==> src/hw/rtl/rnr_pkg.sv <==
package rnr_pkg;

    localparam int ROW_W = 6;
    localparam int CHAR_W = 8;
    localparam int CNT_W = 6;
    localparam int ROWS = 45;

    localparam logic [ROW_W-1:0] START_ROW = 6'd38;
    localparam logic [ROW_W-1:0] ROW_REJ = 6'd45;
    localparam logic [ROW_W-1:0] ROW_ACC = 6'd46;
    localparam logic [ROW_W-1:0] ROW_LAST = 6'd44;
    localparam logic [CNT_W-1:0] WALK_LIMIT = 6'd63;

    localparam logic [CHAR_W-1:0] END_CODE = 8'd32;
    localparam logic [CHAR_W-1:0] CASE_OFFSET = 8'd32;

    localparam logic [1:0] VERDICT_PREFIX = 2'd0;
    localparam logic [1:0] VERDICT_ACCEPT = 2'd1;
    localparam logic [1:0] VERDICT_REJECT = 2'd2;

    localparam logic [CHAR_W-1:0] CH_NUL = 8'd0;
    localparam logic [CHAR_W-1:0] CH_I = "i";
    localparam logic [CHAR_W-1:0] CH_V = "v";
    localparam logic [CHAR_W-1:0] CH_X = "x";
    localparam logic [CHAR_W-1:0] CH_L = "l";
    localparam logic [CHAR_W-1:0] CH_C = "c";
    localparam logic [CHAR_W-1:0] CH_D = "d";
    localparam logic [CHAR_W-1:0] CH_M = "m";

    localparam logic [CHAR_W-1:0] ROW_WANT [ROWS] = '{
        CH_I, CH_NUL, CH_I, CH_NUL, CH_I, CH_V, CH_V, CH_NUL, CH_I, CH_NUL, CH_I, CH_X,
        CH_X, CH_NUL, CH_X, CH_NUL, CH_X, CH_L, CH_L, CH_NUL, CH_X, CH_NUL, CH_X, CH_C,
        CH_NUL,
        CH_C, CH_NUL, CH_C, CH_NUL, CH_C, CH_D, CH_D, CH_NUL, CH_C, CH_NUL, CH_C, CH_M,
        CH_NUL,
        CH_M, CH_NUL, CH_M, CH_NUL, CH_M, CH_NUL, CH_NUL
    };

    localparam logic [ROW_W-1:0] ROW_NEXT [ROWS] = '{
        6'd1, 6'd46, 6'd3, 6'd46, 6'd44, 6'd44, 6'd7, 6'd46, 6'd9, 6'd46, 6'd3, 6'd44,
        6'd13, 6'd46, 6'd15, 6'd46, 6'd24, 6'd24, 6'd19, 6'd46, 6'd21, 6'd46, 6'd15,
        6'd24, 6'd46,
        6'd26, 6'd46, 6'd28, 6'd46, 6'd37, 6'd37, 6'd32, 6'd46, 6'd34, 6'd46, 6'd28,
        6'd37, 6'd46,
        6'd39, 6'd46, 6'd41, 6'd46, 6'd43, 6'd46, 6'd46
    };

    localparam logic [ROW_W-1:0] ROW_FALL [ROWS] = '{
        6'd45, 6'd2, 6'd5, 6'd4, 6'd45, 6'd11, 6'd0, 6'd8, 6'd45, 6'd10, 6'd45, 6'd45,
        6'd6, 6'd14, 6'd17, 6'd16, 6'd24, 6'd23, 6'd12, 6'd20, 6'd24, 6'd22, 6'd24,
        6'd24, 6'd6,
        6'd18, 6'd27, 6'd30, 6'd29, 6'd37, 6'd36, 6'd25, 6'd33, 6'd37, 6'd35, 6'd37,
        6'd37, 6'd18,
        6'd31, 6'd40, 6'd31, 6'd42, 6'd43, 6'd31, 6'd45
    };

    typedef struct packed {
        logic              restart;
        logic [CHAR_W-1:0] char_code;
    } char_word_t;

    typedef struct packed {
        logic [1:0] verdict;
        logic       upper_case;
    } result_word_t;

    typedef struct packed {
        logic load;
        logic step;
        logic emit;
    } rnr_cmd_t;

    typedef struct packed {
        logic busy;
    } rnr_status_t;

    function automatic logic is_lower_roman(input logic [CHAR_W-1:0] c);
        return c == CH_I || c == CH_V || c == CH_X || c == CH_L ||
               c == CH_C || c == CH_D || c == CH_M;
    endfunction

    function automatic logic is_upper_roman(input logic [CHAR_W-1:0] c);
        return is_lower_roman(c + CASE_OFFSET);
    endfunction

endpackage

==> src/hw/rtl/roman_numeral_recognizer.sv <==
// Checks, one character word at a time, that a word is a well-formed Roman numeral from
// 1 to 3999 in a single case. Each character is loaded, then walks the fallback rows of
// the 45-row transition table until it settles, and then its result is emitted; the walk
// reads one row of the table per cycle. A restart word or a word that is settled at load
// skips the walk. A finished result waits in an output register, so the next character
// is taken while the previous result is still stalled.
module roman_numeral_recognizer (
    input  logic                  clk,
    input  logic                  rst_n,
    input  logic                  char_valid,
    output logic                  char_stall,
    input  rnr_pkg::char_word_t   char_word,
    output logic                  result_valid,
    input  logic                  result_stall,
    output rnr_pkg::result_word_t result_word
);
    import rnr_pkg::*;

    rnr_cmd_t    cmd;
    rnr_status_t status;

    rnr_ctrl u_ctrl (
        .clk          (clk),
        .rst_n        (rst_n),
        .char_valid   (char_valid),
        .char_stall   (char_stall),
        .result_valid (result_valid),
        .result_stall (result_stall),
        .status       (status),
        .cmd          (cmd)
    );

    rnr_datapath u_datapath (
        .clk         (clk),
        .rst_n       (rst_n),
        .char_word   (char_word),
        .cmd         (cmd),
        .status      (status),
        .result_word (result_word)
    );

endmodule

==> src/hw/rtl/rnr_ctrl.sv <==
module rnr_ctrl (
    input  logic                 clk,
    input  logic                 rst_n,
    input  logic                 char_valid,
    output logic                 char_stall,
    output logic                 result_valid,
    input  logic                 result_stall,
    input  rnr_pkg::rnr_status_t status,
    output rnr_pkg::rnr_cmd_t    cmd
);
    import rnr_pkg::*;

    typedef enum logic {
        ST_IDLE,
        ST_WALK
    } state_t;

    state_t state_reg;
    state_t state_next;
    logic   out_valid_reg;
    logic   out_valid_next;
    logic   out_free;

    assign out_free = !out_valid_reg || !result_stall;
    assign char_stall = (state_reg != ST_IDLE);
    assign result_valid = out_valid_reg;

    always_comb
    begin
        cmd = '0;
        state_next = state_reg;
        case (state_reg)
            ST_IDLE:
            begin
                if (char_valid)
                begin
                    cmd.load = 1'b1;
                    state_next = ST_WALK;
                end
            end
            ST_WALK:
            begin
                if (status.busy)
                begin
                    cmd.step = 1'b1;
                end
                else if (out_free)
                begin
                    cmd.emit = 1'b1;
                    state_next = ST_IDLE;
                end
            end
            default:
            begin
                state_next = ST_IDLE;
            end
        endcase
    end

    always_comb
    begin
        if (cmd.emit)
        begin
            out_valid_next = 1'b1;
        end
        else if (!result_stall)
        begin
            out_valid_next = 1'b0;
        end
        else
        begin
            out_valid_next = out_valid_reg;
        end
    end

    always_ff @(posedge clk or negedge rst_n)
    begin
        if (!rst_n)
        begin
            state_reg <= ST_IDLE;
            out_valid_reg <= 1'b0;
        end
        else
        begin
            state_reg <= state_next;
            out_valid_reg <= out_valid_next;
        end
    end

endmodule

==> src/hw/rtl/rnr_datapath.sv <==
module rnr_datapath (
    input  logic                  clk,
    input  logic                  rst_n,
    input  rnr_pkg::char_word_t   char_word,
    input  rnr_pkg::rnr_cmd_t     cmd,
    output rnr_pkg::rnr_status_t  status,
    output rnr_pkg::result_word_t result_word
);
    import rnr_pkg::*;

    logic [ROW_W-1:0]  row_reg;
    logic [ROW_W-1:0]  row_next;
    logic              caps_reg;
    logic              caps_next;
    logic              active_reg;
    logic              active_next;
    logic [CNT_W-1:0]  cnt_reg;
    logic [CNT_W-1:0]  cnt_next;
    logic [CHAR_W-1:0] key_reg;
    logic [CHAR_W-1:0] key_next;
    result_word_t      out_word_reg;
    logic [ROW_W-1:0]  row_idx;
    logic              at_start;
    logic              code_upper;
    logic              code_lower;
    logic [1:0]        verdict;

    assign row_idx = (row_reg <= ROW_LAST) ? row_reg : '0;
    assign at_start = (row_reg == START_ROW);
    assign code_upper = is_upper_roman(char_word.char_code);
    assign code_lower = is_lower_roman(char_word.char_code);
    assign status.busy = active_reg;
    assign result_word = out_word_reg;

    always_comb
    begin
        row_next = row_reg;
        caps_next = caps_reg;
        active_next = active_reg;
        cnt_next = cnt_reg;
        key_next = key_reg;
        if (cmd.load)
        begin
            cnt_next = '0;
            active_next = 1'b0;
            if (char_word.restart)
            begin
                row_next = START_ROW;
            end
            else if (row_reg > ROW_LAST)
            begin
                row_next = ROW_REJ;
            end
            else if (char_word.char_code <= END_CODE)
            begin
                key_next = CH_NUL;
                active_next = 1'b1;
            end
            else if (at_start && code_upper)
            begin
                caps_next = 1'b1;
                key_next = char_word.char_code + CASE_OFFSET;
                active_next = 1'b1;
            end
            else if (at_start && code_lower)
            begin
                caps_next = 1'b0;
                key_next = char_word.char_code;
                active_next = 1'b1;
            end
            else if (!at_start && caps_reg && code_upper)
            begin
                key_next = char_word.char_code + CASE_OFFSET;
                active_next = 1'b1;
            end
            else if (!at_start && !caps_reg && code_lower)
            begin
                key_next = char_word.char_code;
                active_next = 1'b1;
            end
            else
            begin
                row_next = ROW_REJ;
            end
        end
        else if (cmd.step && active_reg)
        begin
            if (row_reg > ROW_LAST)
            begin
                row_next = (row_reg == ROW_ACC) ? ROW_ACC : ROW_REJ;
                active_next = 1'b0;
            end
            else if (key_reg == ROW_WANT[row_idx])
            begin
                row_next = ROW_NEXT[row_idx];
                active_next = 1'b0;
            end
            else if (cnt_reg == WALK_LIMIT)
            begin
                row_next = ROW_REJ;
                active_next = 1'b0;
            end
            else
            begin
                row_next = ROW_FALL[row_idx];
                cnt_next = cnt_reg + 1'b1;
            end
        end
    end

    always_comb
    begin
        if (row_reg == ROW_ACC)
        begin
            verdict = VERDICT_ACCEPT;
        end
        else if (row_reg > ROW_LAST)
        begin
            verdict = VERDICT_REJECT;
        end
        else
        begin
            verdict = VERDICT_PREFIX;
        end
    end

    always_ff @(posedge clk or negedge rst_n)
    begin
        if (!rst_n)
        begin
            row_reg <= START_ROW;
            caps_reg <= 1'b0;
            active_reg <= 1'b0;
            cnt_reg <= '0;
        end
        else
        begin
            row_reg <= row_next;
            caps_reg <= caps_next;
            active_reg <= active_next;
            cnt_reg <= cnt_next;
        end
    end

    always_ff @(posedge clk)
    begin
        key_reg <= key_next;
        if (cmd.emit)
        begin
            out_word_reg.verdict <= verdict;
            out_word_reg.upper_case <= caps_reg;
        end
    end

    a_row_in_range: assert property (@(posedge clk) disable iff (!rst_n)
        row_reg <= ROW_ACC)
        else $error("table row outside the table and the two end codes");

    a_emit_after_walk: assert property (@(posedge clk) disable iff (!rst_n)
        cmd.emit |-> !active_reg)
        else $error("result loaded while the fallback walk is still running");

    a_restart_row: assert property (@(posedge clk) disable iff (!rst_n)
        (cmd.load && char_word.restart) |=> (row_reg == START_ROW && !active_reg))
        else $error("restart did not return to the start row");

endmodule
==> config.mk <==
export PLATFORM = sky130hd
export DESIGN_NAME = roman_numeral_recognizer
export DESIGN_NICKNAME = d
export VERILOG_FILES = /design/src/hw/rtl/rnr_pkg.sv /design/src/hw/rtl/roman_numeral_recognizer.sv /design/src/hw/rtl/rnr_ctrl.sv /design/src/hw/rtl/rnr_datapath.sv
export SDC_FILE = /design/constraint.sdc
export NUM_CORES = 1
export LEC_CHECK = 0
export BUFFER_PORTS_ARGS = -buffer_cell sky130_fd_sc_hd__buf_2
export CORE_UTILIZATION = 45
export CTS_CLUSTER_DIAMETER = 100
export DETAILED_ROUTE_END_ITERATION = 6
export GPL_TIMING_DRIVEN = 0
export PLACE_DENSITY_LB_ADDON = 0.3
export SKIP_LAST_GASP = 1
export SLEW_MARGIN = 20
export SYNTH_ARGS = -nofsm -noshare
export SYNTH_HDL_FRONTEND = slang
export SYNTH_SLANG_ARGS = --single-unit
==> constraint.sdc <==
create_clock -name clk -period 4.56 [get_ports clk]
set_input_delay 1.14 -clock clk [delete_from_list [all_inputs] [get_ports clk]]
set_output_delay 1.14 -clock clk [all_outputs]
set_load 0.005 [all_outputs]
# Word-level counts from Yosys, hierarchy flattened
# Memories as Yosys holds them, arrays and structs flattened.
# Index checks and enable logic that the tools add are counted.
# Widths: inputs -> output; s select.
word_totals:
  latch_bits: 0
  word_cells: 138
  mem_bits_rw: 0
  mem_count: 3
  regBits: 27
  rom_bits: 1280
  input_bits: 13
  out_inout_bits: 5
op_classes:
  reduce_logical: 33
  n_addsub: 2
  n_mul: 0
  n_shift: 0
  bitwise: 5
  n_eq_ne: 27
  magnitude_cmp: 4
  n_mux: 55
  n_div: 0
mem_list:
  columns: ["memory", "depth", "word_bits", "rd", "rd_ports_with_merged_regs", "write_ports", "line", "text"]
  rows:
  - ["(no name shown)", 64, 8, 1, 0, 0, "rnr_datapath.sv:93", "else if (key_reg == ROW_WANT[row_idx])"]
  - ["(no name shown)", 64, 6, 1, 0, 0, "rnr_datapath.sv:95", "row_next = ROW_NEXT[row_idx];"]
  - ["(no name shown)", 64, 6, 1, 0, 0, "rnr_datapath.sv:105", "row_next = ROW_FALL[row_idx];"]
op_table:
  columns: ["op", "n"]
  rows:
  - ["$mux 6", 22]
  - ["$eq 8x7->1 const B", 14]
  - ["$mux 8", 6]
  - ["$mux 1", 23]
  - ["$ne 4x4->1 const B", 5]
  - ["$eq 6x6->1 const B", 3]
  - ["$logic_or 1x1->1", 13]
  - ["$add 8x6->8 const B", 1]
  - ["$eq 8x8->1", 1]
  - ["$le 8x6->1 const B", 1]
  - ["$reduce_and 4->1", 2]
  - ["$ge 7x7->1 const B", 1]
  - ["$logic_and 1x1->1", 7]
  - ["$not 6->7", 1]
  - ["$add 6x1->6 const B", 1]
  - ["$gt 6x6->1 const B", 1]
  - ["$le 6x6->1 const B", 1]
  - ["$mux 2", 3]
  - ["$ne 2x2->1 const B", 3]
  - ["$reduce_and 6->1", 1]
  - ["$reduce_and 5->1", 1]
  - ["$reduce_bool 5->1", 1]
  - ["$logic_not 1->1", 4]
  - ["$not 1->1", 4]
  - ["other kinds (5)", 6]

# Logic depth before layout (Yosys ltp)
depth:
  word_depth: 16
  ltp_mapped: 16
  mapped_depth_nobuf: 12

# Cells and area by module
# Synthesis repeated with hierarchy kept, for this count alone.
unflattened:
  cells_unflattened: 385
  hier_area_um2: 2989.1
by_module_without_submodules:
  columns: ["module", "instances", "area_per_inst_um2", "cells_per_inst", "seq_area_each_um2"]
  rows:
  - ["rnr_datapath", 1, 2882.8, 373, 684.4]
  - ["rnr_ctrl", 1, 106.4, 12, 50.0]

# Worst setup path after synthesis
# OpenSTA, ideal clock, no wires.
synth_path:
  path_type: "reg2reg"
  startpoint: "reg u_datapath.row_reg[1]"
  endpoint: "reg u_datapath.row_reg[5]"
  path_slack_ns: 1.174
  path_stages_with_launch: 14
  path_buffers: 3
  required_time_ns: 4.466
  arrival_ns: 3.292
  period_less_slack_ns: 3.386
  setup_ns: 0.094
  path_cell_list: "dfstp_2 clkbuf_1 clkbuf_1 nand2_1 inv_1 ha_1 clkbuf_1 o211ai_2 a211oi_1 o21ai_0 a2111oi_4 nand4_4 a2111oi_2 a221oi_2"
synth_via:
  elab_chain_cells: 11
  elab_cells_between_ends: 35
  classes_between: "order compare (2); eq/ne (7); mux (14); bitwise (1); reduce/logical (8); memory (3)"
synth_lines:
  columns: ["element", "line", "text"]
  rows:
  - ["start, declared", "rnr_datapath.sv:11", "logic [ROW_W-1:0] row_reg;"]
  - ["start signal, assigned", "rnr_datapath.sv:138", "row_reg <= row_next;"]
  - ["$le 6x6->1", "rnr_datapath.sv:28", "assign row_idx = (row_reg <= ROW_LAST) ? row_reg : '0;"]
  - ["$mux 6", "rnr_datapath.sv:28", null]
  - ["$not 6->7 (implied by the code)", "rnr_datapath.sv:93, rnr_datapath.sv:95, rnr_datapath.sv:105", null]
  - ["$mem_v2 64x8 / $mem_v2 64x6 (equally long branches)", null, null]
  - ["$mux 8 (implied by the code) / $mux 6 (equally long branches) (2 in series)", "rnr_datapath.sv:93, rnr_datapath.sv:105", null]
  - ["$eq 8x8->1 / $mux 6 (equally long branches)", "rnr_datapath.sv:93, rnr_datapath.sv:98", null]
  - ["$mux 6", "rnr_datapath.sv:93", null]
  - ["$mux 6", "rnr_datapath.sv:88", "if (row_reg > ROW_LAST)"]
  - ["$mux 6", "rnr_datapath.sv:86", "else if (cmd.step && active_reg)"]
  - ["$mux 6", "rnr_datapath.sv:42", "if (cmd.load)"]
# Several ways; a longest one is shown, not always the timed one. The select of a mux whose other input is x is not followed.
# A chain may end at the register's enable or synchronous reset.

# Worst setup path in the final report
# Same ends and word-level chain as after synthesis.

==> flow_summary.toml <==
[sta]
min_period_ns = 4.36
drv_slew = 0
fin_crit_sh_pct = 95.6
tns_ns = 0
tightest_slew_ns = 0.722
max_freq_ghz = 0.229
skew_ns = 0.00800
setup_viol = 0
report.final.hold_viol_count = 0
relSlewSlack_pct = 51.4
rsz0062_at_grt = "false"

[pwr]
power.internal_mw = 1.04
swShare_pct = 58.7
ir_drop_mv = 0.345
p_leak_nw = 1.29
clockPowerShare_pct = 5.4
power_frac_comb_pct = 79.7
pwr-share-seq_pct = 15.0
powerDensity_nw_per_um2 = 801
power_switching_mw = 1.48
p_total_mw = 2.52

[synthesis]
yosysWarnings = 0
synth_compound_area_share_pct = 32.4
synth_common_cells = "nand2_1, a21oi_1, nor2_1, o21ai_0"
syn_nets = 394
async_reset_ff_share_pct = 59.3
synth-seq-area-share_pct = 25.3
synthXorXnorAreaFrac_pct = 0.603
yosysTopAreaCellShare_pct = 11.4
synth_cells = 371
syn_area_um2 = 2900
synthSimpleGateAreaFrac_pct = 27.2
synth_flop_cell = "dfrtp_1"
yosys.cell_types.count = 74
synth_edf_count = 11
netlist_top_cells_area = "edfxtp_1, dfrtp_1, nand2_1"
postSynthAreaPerCell_um2 = 7.83
synth_top_family_by_area = "compound AO/OA/AOI/OAI gates"
synth-seq-cells = 27
synthMostInstantiatedCell = "nand2_1"
synth_top_cell_by_area = "edfxtp_1"
synth_fa_ha_area_share_pct = 4.31
muxShareOfSynthArea_pct = 3.88

[clock_tree]
clk_latency_ns = 0.28
numCtsBuffers = 3
cts_max_level = 1
path_clk_slew_ns = 0.09
cts_sinks = 27
holdBufCountCts = 0
cts_buffer_depth = 2
cts_setup_buffers = 0
cts_tree = "built"
ctsResizeCount = 0
root_buffer = "clkbuf_8"

[placement]
placed_area_um2 = 3090
hpwl_um = 7210
place.gp.congestion = 0.990
port_buffers = 17

[floorplan]
rows = 28
core_area_um2 = 6060
floorplan.die_area_um2 = 6780
initial_core_util_pct = 47.9
die_h_um = 82.3
die_x_um = 82.3
ios = 18

[final_layout]
drive_gt1_share_pct = 14.8
largest_reg_flops = 8
layout-area-overhead-vs-synth_pct = 8.14
regArea_um2 = 734
multi_input_area_um2 = 1990
fillers = 587
final_area_um2 = 3140
n_antenna_cell = 0
final_nets = 417

[setup_path]
cp-end-kind = "flip-flop"
crit_type = "flip-flop to flip-flop"
cp_max_fo = 10
crit_arrival_ns = 4.55
worstPathRequired_ns = 4.75
startpoint_type = "flip-flop"

[run_status]
status = "completed"

[route]
dr.pass1.iters = 7
via_count = 3209
route.detailed.drc = 0
drt-total-wl_um = 9750
viasPerCell = 6.86
routedWlPerCell_um = 20.8
drtIter0Drc = 497
ant_nets = 0

[job]
cap_violations = 0

[global_route]
grt_pass1_wl_um = 15500
grt_usage_pct = 31.1
grt_pass1_vias = 2889
grt_max_degree = 17
grt_overflow = 0
antenna_found_initial = 0

[worst_hold_path]
hp-class = "flip-flop to flip-flop"
[critical path, stage by stage, from the launching register on]
cell	delay [ns]
dfstp_2	0.61
clkbuf_1	0.42
clkbuf_1	0.47
nand2_1	0.21
inv_1	0.13
ha_1	0.14
clkbuf_1	0.42
o211ai_2	0.18
a211oi_1	0.33
o21ai_0	0.18
a2111oi_4	0.36
nand4_4	0.26
a2111oi_2	0.50
a221oi_2	0.06
[per-stage QoR]
stage	util, %	setup slack, ns	hold WS, ns	instances
finish	51.8	0.200	0.476	468
global route	51.8	0.0309	0.516	468
CTS	51.8	0.335	0.481	468
detailed placement	51.1	0.343	0.468	464
global placement	50.9	0.334	0.461	463
floorplan	-	1.17	0.437	371
[layout by cell type (no fill, tap or decap), types with 5 or more instances in the layout]
cell / netlist / final
o31ai_1: 5 / 5
dfrtp_1: 13 / 13
nand2b_1: 8 / 8
nor2b_1: 12 / 12
clkbuf_1: 12 / 12
nor3_1: 12 / 12
nand4_1: 6 / 6
mux2i_1: 9 / 9
ha_1: 10 / 10
edfxtp_1: 11 / 11
o21ai_0: 28 / 28
and3_1: 7 / 7
nand3_1: 13 / 13
o211ai_1: 6 / 6
buf_2: 5 / 23
a21oi_1: 29 / 29
a211oi_1: 10 / 10
nand2_1: 41 / 41
a31oi_1: 9 / 9
inv_1: 8 / 8
and2_1: 5 / 5
nor2_1: 28 / 28
[routing by layer]
metal / share of wire (%) / vias up / wire length (um) / GRT usage [%]
met5: 0 / - / 0 / 0
met4: 4.5 / 0 / 435 / 13.2
met3: 11 / 58 / 1070 / 4.84
met2: 43 / 228 / 4210 / 47.5
met1: 41 / 1469 / 4030 / 43.4
li1: - / 1454 / - / -
[power by group through the flow]
stage / combinational, mW / sequential, mW / clock [mW]
detailed placement: 1.90 / 0.380 / 0
finish: 2.01 / 0.377 / 0.135
global placement: 1.94 / 0.377 / 0
floorplan: 1.37 / 0.368 / 0
CTS: 1.91 / 0.375 / 0.141
global route: 2.14 / 0.383 / 0.147
[worst paths after layout]
path	from	cells after the start	to	slack, ns
worst max-delay path	u_datapath.row_reg[1]	13	u_datapath.row_reg[5]	0.20
worst max register to register	u_datapath.row_reg[1]	13	u_datapath.row_reg[5]	0.20
min in group asynchronous	rst_n	1	u_ctrl.result_valid	0.76
worst min-delay path	u_datapath.cnt_reg[5]	1	u_datapath.cnt_reg[5]	0.48
max in group asynchronous	rst_n	1	u_datapath.row_reg[1]	3.48
worst min register to register	u_datapath.cnt_reg[5]	1	u_datapath.cnt_reg[5]	0.48
[cell type report]
| type | instances | share of cell area [%] |
|---|---|---|
| multi-input cells | 308 | 63.5 |
| flip-flops and latches | 27 | 23.4 |
| plain buffers | 27 | 4.74 |
| well taps | 75 | 2.99 |
| repair buffers | 18 | 2.87 |
| clock buffers | 3 | 1.31 |
| inverters | 9 | 1.08 |
| clock inverters | 1 | 0.159 |
[cells by family after synthesis]
logic type | after synthesis
AO/OA/AOI/OAI | 133
XOR/XNOR | 2
adder cells (fa/ha/maj) | 10
buffers and inverters | 36
flip-flops | 27
multiplexers | 11
AND/OR/NAND/NOR | 152
No activity file was read; power rests on OpenSTA's default activity.
